$ cat src/hw/rtl/mat_pkg.sv
// shared constants, register codes and the gray conversion for the median threshold core
package mat_pkg;

   // default geometry
   localparam int DEF_MAX_WIDTH  = 1024;
   localparam int DEF_MAX_HEIGHT = 4096;
   localparam int DEF_RADIUS     = 2;

   // field widths
   localparam int PIX_W          = 8;
   localparam int REGION_WIDTH_W = 11;
   localparam int REGION_HEIGHT_W = 13;
   localparam int CSR_DATA_W     = 13;
   localparam int CSR_INDEX_W    = 1;

   // register indexes
   localparam logic [CSR_INDEX_W-1:0] REG_REGION_WIDTH  = 1'd0;
   localparam logic [CSR_INDEX_W-1:0] REG_REGION_HEIGHT = 1'd1;

   // gray weights, sum of 3r+6g+b fits in 12 bits
   localparam int GRAY_R     = 3;
   localparam int GRAY_G     = 6;
   localparam int GRAY_B     = 1;
   localparam int SUM_W      = 12;
   // divide by ten as multiply by ceil(2^16/10) and shift, exact for sums up to 2550
   localparam int GRAY_MUL   = 6554;
   localparam int GRAY_SHIFT = 16;
   localparam int MUL_W      = 26;

   // weighted sum of one rgb pixel
   function automatic logic [SUM_W-1:0] gray_sum(input logic [PIX_W-1:0] r,
                                                 input logic [PIX_W-1:0] g,
                                                 input logic [PIX_W-1:0] b);
      gray_sum = SUM_W'(r) * SUM_W'(GRAY_R) + SUM_W'(g) * SUM_W'(GRAY_G)
               + SUM_W'(b) * SUM_W'(GRAY_B);
   endfunction

   // sum divided by ten, truncated
   function automatic logic [PIX_W-1:0] gray_div(input logic [SUM_W-1:0] s);
      logic [MUL_W-1:0] p;
      p = MUL_W'(s) * MUL_W'(GRAY_MUL);
      gray_div = PIX_W'(p >> GRAY_SHIFT);
   endfunction

endpackage

$ cat src/hw/rtl/mat_cell.sv
// one window column cell: holds a vertical column of gray values and hands it on
module mat_cell import mat_pkg::*; #(
   parameter int SIDE = 2 * DEF_RADIUS + 1
) (
   input  logic                       clock,
   input  logic                       shift,
   input  logic [SIDE-1:0][PIX_W-1:0] col_in,
   output logic [SIDE-1:0][PIX_W-1:0] col_ff
);

   // take the neighbor's column whenever the chain advances
   always_ff @(posedge clock) begin
      if (shift) begin
         col_ff <= col_in;
      end
   end

endmodule

$ cat config.mk
export PLATFORM = sky130hd
export DESIGN_NAME = mat_cell
export DESIGN_NICKNAME = d
export VERILOG_FILES = /design/src/hw/rtl/mat_pkg.sv /design/src/hw/rtl/mat_cell.sv
export SDC_FILE = /design/constraint.sdc
export NUM_CORES = 1
export LEC_CHECK = 0
export BUFFER_PORTS_ARGS = -buffer_cell sky130_fd_sc_hd__buf_4
export CAP_MARGIN = 20
export CORE_ASPECT_RATIO = 1.25
export CORE_MARGIN = 2
export CORE_UTILIZATION = 43
export CTS_CLUSTER_DIAMETER = 80
export DETAILED_ROUTE_END_ITERATION = 8
export PLACE_DENSITY = 0.83
export SLEW_MARGIN = 40
export SYNTH_ARGS = -nofsm -noshare
export SYNTH_HDL_FRONTEND = slang
export SYNTH_SLANG_ARGS = --single-unit
$ cat constraint.sdc
create_clock -name clock -period 0.8 [get_ports clock]
set_input_delay 0.08 -clock clock [delete_from_list [all_inputs] [get_ports clock]]
set_output_delay 0.08 -clock clock [all_outputs]
set_load 0.03 [all_outputs]
Word level (Yosys, flattened, before mapping)
Cells that the tools add are included.
{"block": "word_totals", "reg_bits": 40, "input_bits": 42, "output_inout_bits": 40, "wordCells": 5}

Logic depth before layout (Yosys ltp)
{"block": "logic_depth", "ltp_word": 0, "ltp_mapped": 0, "depth_no_buf": 0}

Worst setup path after synthesis
Ideal clock, no wire load.
{"block": "synth_timing", "path_kind": "reg2out", "start": "reg col_ff[0] (netlist bit)", "end": "out col_ff[0] (netlist bit)", "arrival_ns": 0.496, "required_time_ns": 0.720, "path_slack_ns": 0.224, "path_stages_with_launch": 1, "n_path_buf": 0, "cell_sequence": "edfxtp_1"}
{"element": "start, declared", "line_no": "mat_cell.sv:8", "rtl": "output logic [SIDE-1:0][PIX_W-1:0] col_ff"}
{"element": "start signal, assigned", "line_no": "mat_cell.sv:14", "rtl": "col_ff <= col_in;"}
No word-level cell between the ends.

Worst setup path in the final report
{"block": "layout_timing", "start": "reg col_ff[0] (netlist bit)", "end": "out col_ff[0] (netlist bit)"}
No word-level cell between the ends.

==> impl_metrics.tcl <==
set metrics [dict create \
    crit_start "col_ff[0]$_DFFE_PP_" \
    grtUsageTotal 0.288 \
    grt_antenna_before_repair 0 \
    yosys.cell_types.count 1 \
    die-area_sq_um 3230 \
    worstPathMaxFanout 1 \
    placed_area_sq_um 1910 \
    design_area_sq_um 2510 \
    grt_pass1_vias 1094 \
    final_hold_viol_count 0 \
    worstPathRequired_ps 720 \
    fill_cells 71 \
    report.final.slew_viol_count 0 \
    ir_worst_vdd_v 0.00179 \
    synth-seq-cells 40 \
    critPathLaunchType "flop" \
    largest_reg_flops 40 \
    ys_warn_count 0 \
    grt_start_max_net_pins 17 \
    boundaryPins 82 \
    clockBufferDepth 2 \
    h-tree-depth 2 \
    top_register "col_ff" \
    crit_type "reg2out" \
    diodes 0 \
    final.setup.tns_ps -7130 \
    setup_ws_ps -228 \
    syn_nets 82 \
    pre_cts_ws_ps 126 \
    setup_viol 40 \
    routed_wl_um 4260 \
    gr-total-overflow 0 \
    drive_gt1_frac 0.529 \
    maxCapViolCount 0 \
    multi_input_area_sq_um 0 \
    drt_iter0_markers 26 \
    end_kind "output pin" \
    cts.clk_slew.worst_paths_ps 130 \
    met2_length_um 2380 \
    avgViaCountPerCell 4.66 \
    p_per_area_nw_per_um2 1850 \
    syn-instance-count 40 \
    finalWeightedCongestion 0.632 \
    drc 0 \
    leakagePower_nw 1.06 \
    nMultiInputCombCells 0 \
    fin_util 0.938 \
    cts_made_buffers 5 \
    nNetsFinal 213 \
    cpPeakStageDelay_ps 440 \
    first_pass_iters 4 \
    wl_met1_um 1440 \
    finalCritPeriodShare 1.28 \
    tightestPinTransition_ps 132 \
    top_regs "col_ff: 40 flops" \
    core_area_sq_um 2680 \
    rows 21 \
    highest_layer "met4" \
    max_freq_mhz 973 \
    syn_area_sq_um 1200 \
    grt_pass1_wl_um 6220 \
    die_w_um 51.3 \
    route.met3.wl_um 361 \
    ant_nets 0 \
    post-cts-setup-buffer-count 0 \
    avgSynthCellArea_sq_um 30.0 \
    slowest_stage "edfxtp_1" \
    start_util 0.448 \
    crit_chain "buf_6" \
    area_delta_synth_final_pct 109 \
    finalCriticalPeriod_ps 1030 \
    cp.arrival_ps 950 \
    root_buffer "clkbuf_4" \
    crit_family "flip-flops" \
    vias 960 \
    ys_seq_area_frac 1.00 \
    hp-class "in2reg" \
    path_buf_inv 1 \
    max_slew_margin 0.912 \
    rsz0062_at_grt "yes" \
    violations "setup timing" \
    numPortBuffers 81 \
    routedWlPerCell_um 20.7 \
    clkSinkCount 40 \
    status "complete, but fails checks" \
    die_y_um 63.1 \
    cts_tree "built" \
    hold_start "shift" \
    hold_ws_ps 116 \
]
-- final timing paths --
path	end	slack [ps]	depth (start not counted)
max	col_ff[0]	-230	1
min	col_ff[21]$_DFFE_PP_	120	2
-- cells in the final DEF, fill, tap and decap left out, drive strengths merged --
cell,Yosys,final
buf,0,84
clkbuf,0,5
clkinv,0,3
dlygate4sd3,0,40
edfxtp,40,40
-- synthesized netlist by cell type (all sizes together) --
library cell | instances | share of area
edfxtp | 40 | 1.0
-- cells by family after synthesis --
| group | count (synthesis) | synth area share |
|---|---|---|
| flops | 40 | 1.00 |
-- where the power goes --
group | internal, W | switching (W) | total (W)
registers | 0.00249 | 0.0000891 | 0.00258
logic | 0.000570 | 0.000527 | 0.00110
clock network | 0.000324 | 0.000644 | 0.000968
-- per-layer routing --
metal | up-vias | track usage
li1 | 425 | -
met1 | 466 | 0.307
met2 | 60 | 0.524
met3 | 9 | 0.0972
met4 | 0 | 0.0888
met5 | - | 0
-- what timing repair did --
item,CTS,global route
gates cloned,0,0
hold endpoints to repair,40,0
gates resized for setup,40,0
hold buffers,40,0
setup endpoints to repair,40,40
-- area by class of cell --
type | count | area [sq um] | share of cell area
Clock inverter | 3 | 13.8 | 0.00548
Clock buffer | 5 | 37.5 | 0.0149
Timing Repair Buffer | 124 | 1220 | 0.485
Sequential cell | 40 | 1200 | 0.478
Tap cell | 34 | 42.5 | 0.0169
-- metrics by stage --
step / power (W) / instances
finish: 0.00465 / 206
detailed placement: 0.00339 / 158
floorplan: 0.00292 / 40
global route: 0.00481 / 206
CTS: 0.00458 / 206
global placement: 0.00337 / 158
(Power assumes the default switching activity.)
