<file path="src/hw/rtl/mat_pkg.sv">
// shared constants, register codes and the gray conversion for the median threshold core
package mat_pkg;

   // default geometry
   localparam int DEF_MAX_WIDTH  = 1024;
   localparam int DEF_MAX_HEIGHT = 4096;
   localparam int DEF_RADIUS     = 2;

   // field widths
   localparam int PIX_W          = 8;
   localparam int REGION_WIDTH_W = 11;
   localparam int REGION_HEIGHT_W = 13;
   localparam int CSR_DATA_W     = 13;
   localparam int CSR_INDEX_W    = 1;

   // register indexes
   localparam logic [CSR_INDEX_W-1:0] REG_REGION_WIDTH  = 1'd0;
   localparam logic [CSR_INDEX_W-1:0] REG_REGION_HEIGHT = 1'd1;

   // gray weights, sum of 3r+6g+b fits in 12 bits
   localparam int GRAY_R     = 3;
   localparam int GRAY_G     = 6;
   localparam int GRAY_B     = 1;
   localparam int SUM_W      = 12;
   // divide by ten as multiply by ceil(2^16/10) and shift, exact for sums up to 2550
   localparam int GRAY_MUL   = 6554;
   localparam int GRAY_SHIFT = 16;
   localparam int MUL_W      = 26;

   // weighted sum of one rgb pixel
   function automatic logic [SUM_W-1:0] gray_sum(input logic [PIX_W-1:0] r,
                                                 input logic [PIX_W-1:0] g,
                                                 input logic [PIX_W-1:0] b);
      gray_sum = SUM_W'(r) * SUM_W'(GRAY_R) + SUM_W'(g) * SUM_W'(GRAY_G)
               + SUM_W'(b) * SUM_W'(GRAY_B);
   endfunction

   // sum divided by ten, truncated
   function automatic logic [PIX_W-1:0] gray_div(input logic [SUM_W-1:0] s);
      logic [MUL_W-1:0] p;
      p = MUL_W'(s) * MUL_W'(GRAY_MUL);
      gray_div = PIX_W'(p >> GRAY_SHIFT);
   endfunction

endpackage

</file>
<file path="src/hw/rtl/mat_rank.sv">
// rank selection over the window: compare matrix, then rank count and pick
module mat_rank import mat_pkg::*; #(
   parameter  int RADIUS = DEF_RADIUS,
   localparam int SIDE   = 2 * RADIUS + 1,
   localparam int N      = SIDE * SIDE,
   localparam int HFW    = $clog2(N)
) (
   input  logic                    clock,
   input  logic                    en,
   input  logic [N-1:0][PIX_W-1:0] vals,
   input  logic [N-1:0]            vmask,
   input  logic [HFW-1:0]          half,
   output logic [PIX_W-1:0]        median_ff
);

   logic [N-1:0][N-1:0]     cmp_in;
   logic [N-1:0][N-1:0]     cmp_ff;
   logic [N-1:0][PIX_W-1:0] vals_ff;
   logic [N-1:0]            vmask_ff;
   logic [HFW-1:0]          half_ff;
   logic [PIX_W-1:0]        median_in;

   // j counts below i when smaller, or equal and earlier (ties broken by position)
   always_comb begin
      for (int i = 0; i < N; i++) begin
         for (int j = 0; j < N; j++) begin
            cmp_in[i][j] = (i != j) && vmask[j] &&
                           ((vals[j] < vals[i]) || ((vals[j] == vals[i]) && (j < i)));
         end
      end
   end

   always_ff @(posedge clock) begin
      if (en) begin
         cmp_ff   <= cmp_in;
         vals_ff  <= vals;
         vmask_ff <= vmask;
         half_ff  <= half;
      end
   end

   // the valid entry whose rank equals half is the median
   always_comb begin
      median_in = '0;
      for (int i = 0; i < N; i++) begin
         if (vmask_ff[i] && (HFW'($countones(cmp_ff[i])) == half_ff)) begin
            median_in = median_in | vals_ff[i];
         end
      end
   end

   always_ff @(posedge clock) begin
      if (en) begin
         median_ff <= median_in;
      end
   end

endmodule

</file>
<file path="config.mk">
export PLATFORM = sky130hd
export DESIGN_NAME = mat_rank
export DESIGN_NICKNAME = d
export VERILOG_FILES = /design/src/hw/rtl/mat_pkg.sv /design/src/hw/rtl/mat_rank.sv
export SDC_FILE = /design/constraint.sdc
export NUM_CORES = 2
export LEC_CHECK = 0
export ABC_CLOCK_PERIOD_IN_PS = 16800
export BUFFER_PORTS_ARGS = -buffer_cell sky130_fd_sc_hd__buf_2
export CORE_ASPECT_RATIO = 0.75
export CORE_UTILIZATION = 47
export DETAILED_ROUTE_END_ITERATION = 8
export PLACE_DENSITY = 0.68
export SLEW_MARGIN = 30
export SYNTH_ARGS = -nofsm -noshare
export SYNTH_HDL_FRONTEND = slang
export SYNTH_SLANG_ARGS = --single-unit
</file>
<file path="constraint.sdc">
create_clock -name clock -period 16.8 [get_ports clock]
set_clock_uncertainty 0.1 [all_clocks]
set_input_delay 1.68 -clock clock [delete_from_list [all_inputs] [get_ports clock]]
set_output_delay 1.68 -clock clock [all_outputs]
set_load 0.01 [all_outputs]
</file>
Word-level counts from Yosys, hierarchy flattened
Cells that the tools add are included.

storage, ports and cells
  register bits after elaboration = 838
  bits of input ports = 232
  output and inout bits = 8
  logic and storage cells = 2,527

cells by class
  equal/unequal tests = 325
  bitwise logic cells = 24
  mux-type cells = 25
  reduce and logical (&&, ||, !) cells = 925
  magnitude comparators = 600
  add/subtract/negate cells = 575

operator list
  cell                 number
  $lt A8 B8 Y1         600
  $eq A8 B8 Y1         300
  $add A5 B5 Y5        251
  $logic_and A1 B1 Y1  625
  $add A1 B1 Y2        276
  $logic_or A1 B1 Y1   300
  $mux W8              25
  $or A8 B8 Y8         24
  $add A5 B1 Y5        36
  $eq A5 B5 Y1         25
  $add A1 B5 Y5        12

Depth between registers and ports, before layout
  depth after elaboration = 56
  depth in mapped cells = 20
  mapped depth without buffers = 20

Worst setup path before layout
Ideal clock, no wire load.

  path type = reg-to-reg
  from = reg cmp_ff[456] in the netlist's numbering
  to = reg median_ff[4], data pin
  arrival time = 5,299 ps
  period minus slack after synthesis = 5,671 ps
  slack = 11,129 ps
  stages on the path, launching flop included = 19
  library setup time = 272 ps
  data required time = 16,428 ps
  buffers on the path = 1
  path through = edfxtp_1 ha_1 inv_1 fa_1 inv_1 fa_1 fa_1 fa_1 inv_1 fa_1 fa_1 nand2b_1 a21oi_1 xnor2_1 or4_1 clkbuf_1 nor2_1 or4_1 or4_1

between the ends
  longest elaborated chain between the ends = 20

RTL lines
  what                                                 line            text
  start, declared                                      mat_rank.sv:17  logic [N-1:0][N-1:0] cmp_ff;
  start signal, assigned                               mat_rank.sv:35  cmp_ff <= cmp_in;
  $add A1 B1 Y2 (implied by the code) *                mat_rank.sv:46  if (vmask_ff[i] && (HFW'($countones(cmp_ff[i])) == half_ff)) begin
  $add A5 B5 Y5 (implied by the code) * (4 in series)  mat_rank.sv:46
  $eq A5 B5 Y1 *                                       mat_rank.sv:46
  $logic_and A1 B1 Y1 *                                mat_rank.sv:46
  $mux W8 *                                            mat_rank.sv:46
  $or A8 B8 Y8                                         mat_rank.sv:47  median_in = median_in | vals_ff[i];
  $mux W8 *                                            mat_rank.sv:46
  $or A8 B8 Y8                                         mat_rank.sv:47
  [2 not listed]                                       --
  $mux W8 *                                            mat_rank.sv:46
  $or A8 B8 Y8                                         mat_rank.sv:47
  $mux W8 *                                            mat_rank.sv:46
  $or A8 B8 Y8                                         mat_rank.sv:47
  $mux W8 *                                            mat_rank.sv:46
  $or A8 B8 Y8                                         mat_rank.sv:47
  $mux W8 *                                            mat_rank.sv:46
  named net median_in[4]                               mat_rank.sv:21  logic [PIX_W-1:0] median_in;
  end signal, assigned                                 mat_rank.sv:54  median_ff <= median_in;
  end, declared                                        mat_rank.sv:13  output logic [PIX_W-1:0] median_ff

Mark *: on every way through the listed nets, which the timed path passes. The rest lies on a longest branch.
A chain may end at the register's enable or synchronous reset.

Worst setup path after layout
  from = reg cmp_ff[464] in the netlist's numbering
  to = reg median_ff[4], data pin

Same word-level chain as after synthesis.

==> impl_metrics.env <==
export IMPL_place_area_um2=108200
export IMPL_cp_arrival_ps=6700
export IMPL_core_um2=214300
export IMPL_fin_crit_ps=6295
export IMPL_reg2reg_slack_ps=10510
export IMPL_cp_end_kind="flip-flop"
export IMPL_rr_worst_depth=17
export IMPL_power_uw=15620
export IMPL_ys_flop_type="edfxtp_1"
export IMPL_gr_total_overflow=0
export IMPL_grt_setup_unrepaired="false"
export IMPL_grt_pass1_wl_um=691600
export IMPL_syn_area_um2=101400
export IMPL_r2r_start="cmp_ff[464]"
export IMPL_synth_area_leaders="ha_1, edfxtp_1, fa_1, inv_1, a21oi_1"
export IMPL_grt_max_degree=187
export IMPL_grt_pass1_vias=87690
export IMPL_io_buffers=239
export IMPL_die_area_um2=217700
export IMPL_drc=0
export IMPL_antenna_found_initial=107
export IMPL_tritoncts="yes"
export IMPL_crit_path_end="median_ff[4]"
export IMPL_finalInstanceArea_um2=111600
export IMPL_numCtsBuffers=99
export IMPL_cts_buffer_depth=3
export IMPL_synth_cell_type_count=62
export IMPL_wl_per_cell_um=38.33
export IMPL_drtIter0Drc=15840
export IMPL_pin_count=240
export IMPL_maxCapViolCount=0
export IMPL_path_common_cell="fa_1"
export IMPL_ys_seq_area_share_pct=24.81
export IMPL_cp_data_required_time_ps=17210
export IMPL_clock_sinks=838
export IMPL_syn_num_nets=13510
export IMPL_pre_cts_ws_ps=10590
export IMPL_drive_gt1_share_pct=6.747
export IMPL_ant_nets=0
export IMPL_crit_cells=17
export IMPL_synth_commonest_cells="ha_1, inv_1, edfxtp_1"
export IMPL_rr_endpoint="median_ff[4]"
export IMPL_startpoint="cmp_ff[464]"
export IMPL_critPathSlowestCell="fa_1"
export IMPL_track_usage_pct=46.65
export IMPL_dieWidth_um=538.4
export IMPL_routed_via_density=6.913
export IMPL_p_per_area_nw_per_um2=140.0
export IMPL_worst_pin_slew_ps=1159
export IMPL_die_h_um=404.3
export IMPL_crit_type="reg -> reg"
export IMPL_hold_viol_final=0
export IMPL_cts_setup_buffers=0
export IMPL_synth_top_area_cell="ha_1"
export IMPL_gp_congestion=1.072
export IMPL_synth_top_cell_area_share_pct=34.56
export IMPL_crit_chain="ha_1 > inv_1 > fa_1 > inv_1 > fa_1 > fa_1 > fa_1 > inv_1 > fa_1 > fa_1 > nand2b_1 > a21oi_1 > xnor2_1 > or4_1 > nor2_1 > or4_1 > or4_1"
export IMPL_path_delay_family="adder cells"
export IMPL_period_share_pct=37.47
export IMPL_synth_edff_count=838
export IMPL_critPathMaxFanout=8
export IMPL_synthToLayoutAreaGrowth_pct=10.06
export IMPL_synth_async_reset_ratio_pct=0
export IMPL_place_hpwl_um=370400
export IMPL_firstDrtPassIters=7
export IMPL_slowest_delay_ps=540
export IMPL_ir_drop_mv=0.1256
export IMPL_fillCellCount=19026
export IMPL_status="complete, no violations"
export IMPL_num_rows=147
export IMPL_setup_violations=0
export IMPL_ctsResizeCount=0
export IMPL_finalWorstSetupSlack_ps=10510
export IMPL_utilization_pct=52.10
export IMPL_ys_warn_count=0
export IMPL_synth_most_common_cell="ha_1"
export IMPL_syn_instance_count=10025
export IMPL_cts_clk_slew_worst_paths_ps=70
export IMPL_fmax_mhz=158.9
export IMPL_wirelength_um=520000
export IMPL_initial_core_util_pct=47.34
export IMPL_root_buffer="clkbuf_16"
export IMPL_min_path_cells=2
export IMPL_final_max_slew_viol_count=0
export IMPL_final_nets=14090
export IMPL_cts_htree_levels=3
export IMPL_vias=93782
export IMPL_clock_latency_ps=800
export IMPL_start_kind="flip-flop"
export IMPL_holdBufCountCts=0
export IMPL_setup_tns_final_ps=0
export IMPL_relSlewSlack_pct=22.16
export IMPL_leakagePower_uw=0.05350
export IMPL_hp_class="reg -> reg"
export IMPL_ys_ff_latch=838
export IMPL_avgSynthCellArea_um2=10.12
export IMPL_critical_path_buf_inv_count=3
cell usage in the layout, fill, tap and decap left out, types with 336 or more instances in the layout:
cell | synthesis | final
ha_1 | 2802 | 2802
inv_1 | 1107 | 1083
edfxtp_1 | 838 | 838
a21oi_1 | 754 | 750
nor2_1 | 547 | 545
o21ai_0 | 518 | 517
fa_1 | 451 | 451
nand4_1 | 432 | 432
nor2b_1 | 380 | 380
o21a_1 | 336 | 336
worst reg2reg max path: cells and delay by family, from the launching register on:
kind	cells	cell delay [ps]
buffers and inverters	3	220
DFF	1	370
xor gates and xnor gates	1	130
and+or+nand+nor	5	1870
AOI/OAI and AO/OA	1	150
adders and majority gates	7	3190
per-stage QoR:
step                cells  hold slack [ps]
finish              13567            481.3
global route        13522            512.2
CTS                 13517            481.0
detailed placement  13334            469.4
global placement    13331            481.5
floorplan           10025            416.9
per-layer routing:
layer	track usage, %	vias up	part of all wire [%]
met1	59.68	45369	37
li1	-	37893	-
met4	32.41	62	8.4
met5	0.7484	-	0.12
met3	22.11	2064	18
met2	60.97	8394	37
power by group:
part,total [uW],internal (uW),leakage [uW],switching [uW]
Sequential,2720,2600,0.00812,127
Clock,2290,1240,0.00159,1050
Combinational,10600,4280,0.0438,6320
Total,15600,8120,0.0535,7510
state kept, by name, summed over array words and instances (netlist names):
| signal | flops |
|---|---|
| vmask_ff | 25 |
| vals_ff | 200 |
| median_ff | 8 |
| half_ff | 5 |
| cmp_ff | 600 |
cells by family after synthesis:
kind of cell             share of synthesized area, %
adder cells (fa/ha/maj)                         43.46
XOR/XNOR                                        1.608
buffers and inverters                           4.446
AND/OR/NAND/NOR                                 13.04
flip-flops                                      24.81
AO/OA/AOI/OAI                                   12.63
how the worst min path moves through the flow:
stage          slack [ps]            to         start
2_1_floorplan         420  median_ff[3]  vals_ff[163]
3_3_place_gp          480  median_ff[2]    vals_ff[2]
3_5_place_dp          470  median_ff[0]  vals_ff[152]
4_1_cts               480  median_ff[2]    vals_ff[2]
5_1_grt               510  median_ff[3]  vals_ff[163]
6_report              480  median_ff[2]    vals_ff[2]
area by class of cell:
| cell class | instances | area (um^2) | share of cell area (%) |
|---|---|---|---|
| diodes | 49 | 122.6 | 0.1098 |
| well taps | 2831 | 3542 | 3.173 |
| flip-flops and latches | 838 | 25160 | 22.54 |
| inverters | 1114 | 4183 | 3.747 |
| repair buffers | 538 | 3543 | 3.174 |
| clock inverters | 71 | 726.9 | 0.6512 |
| clock buffers | 112 | 2547 | 2.282 |
| multi-input cells | 8014 | 71810 | 64.32 |
(Power assumes the default switching activity.)
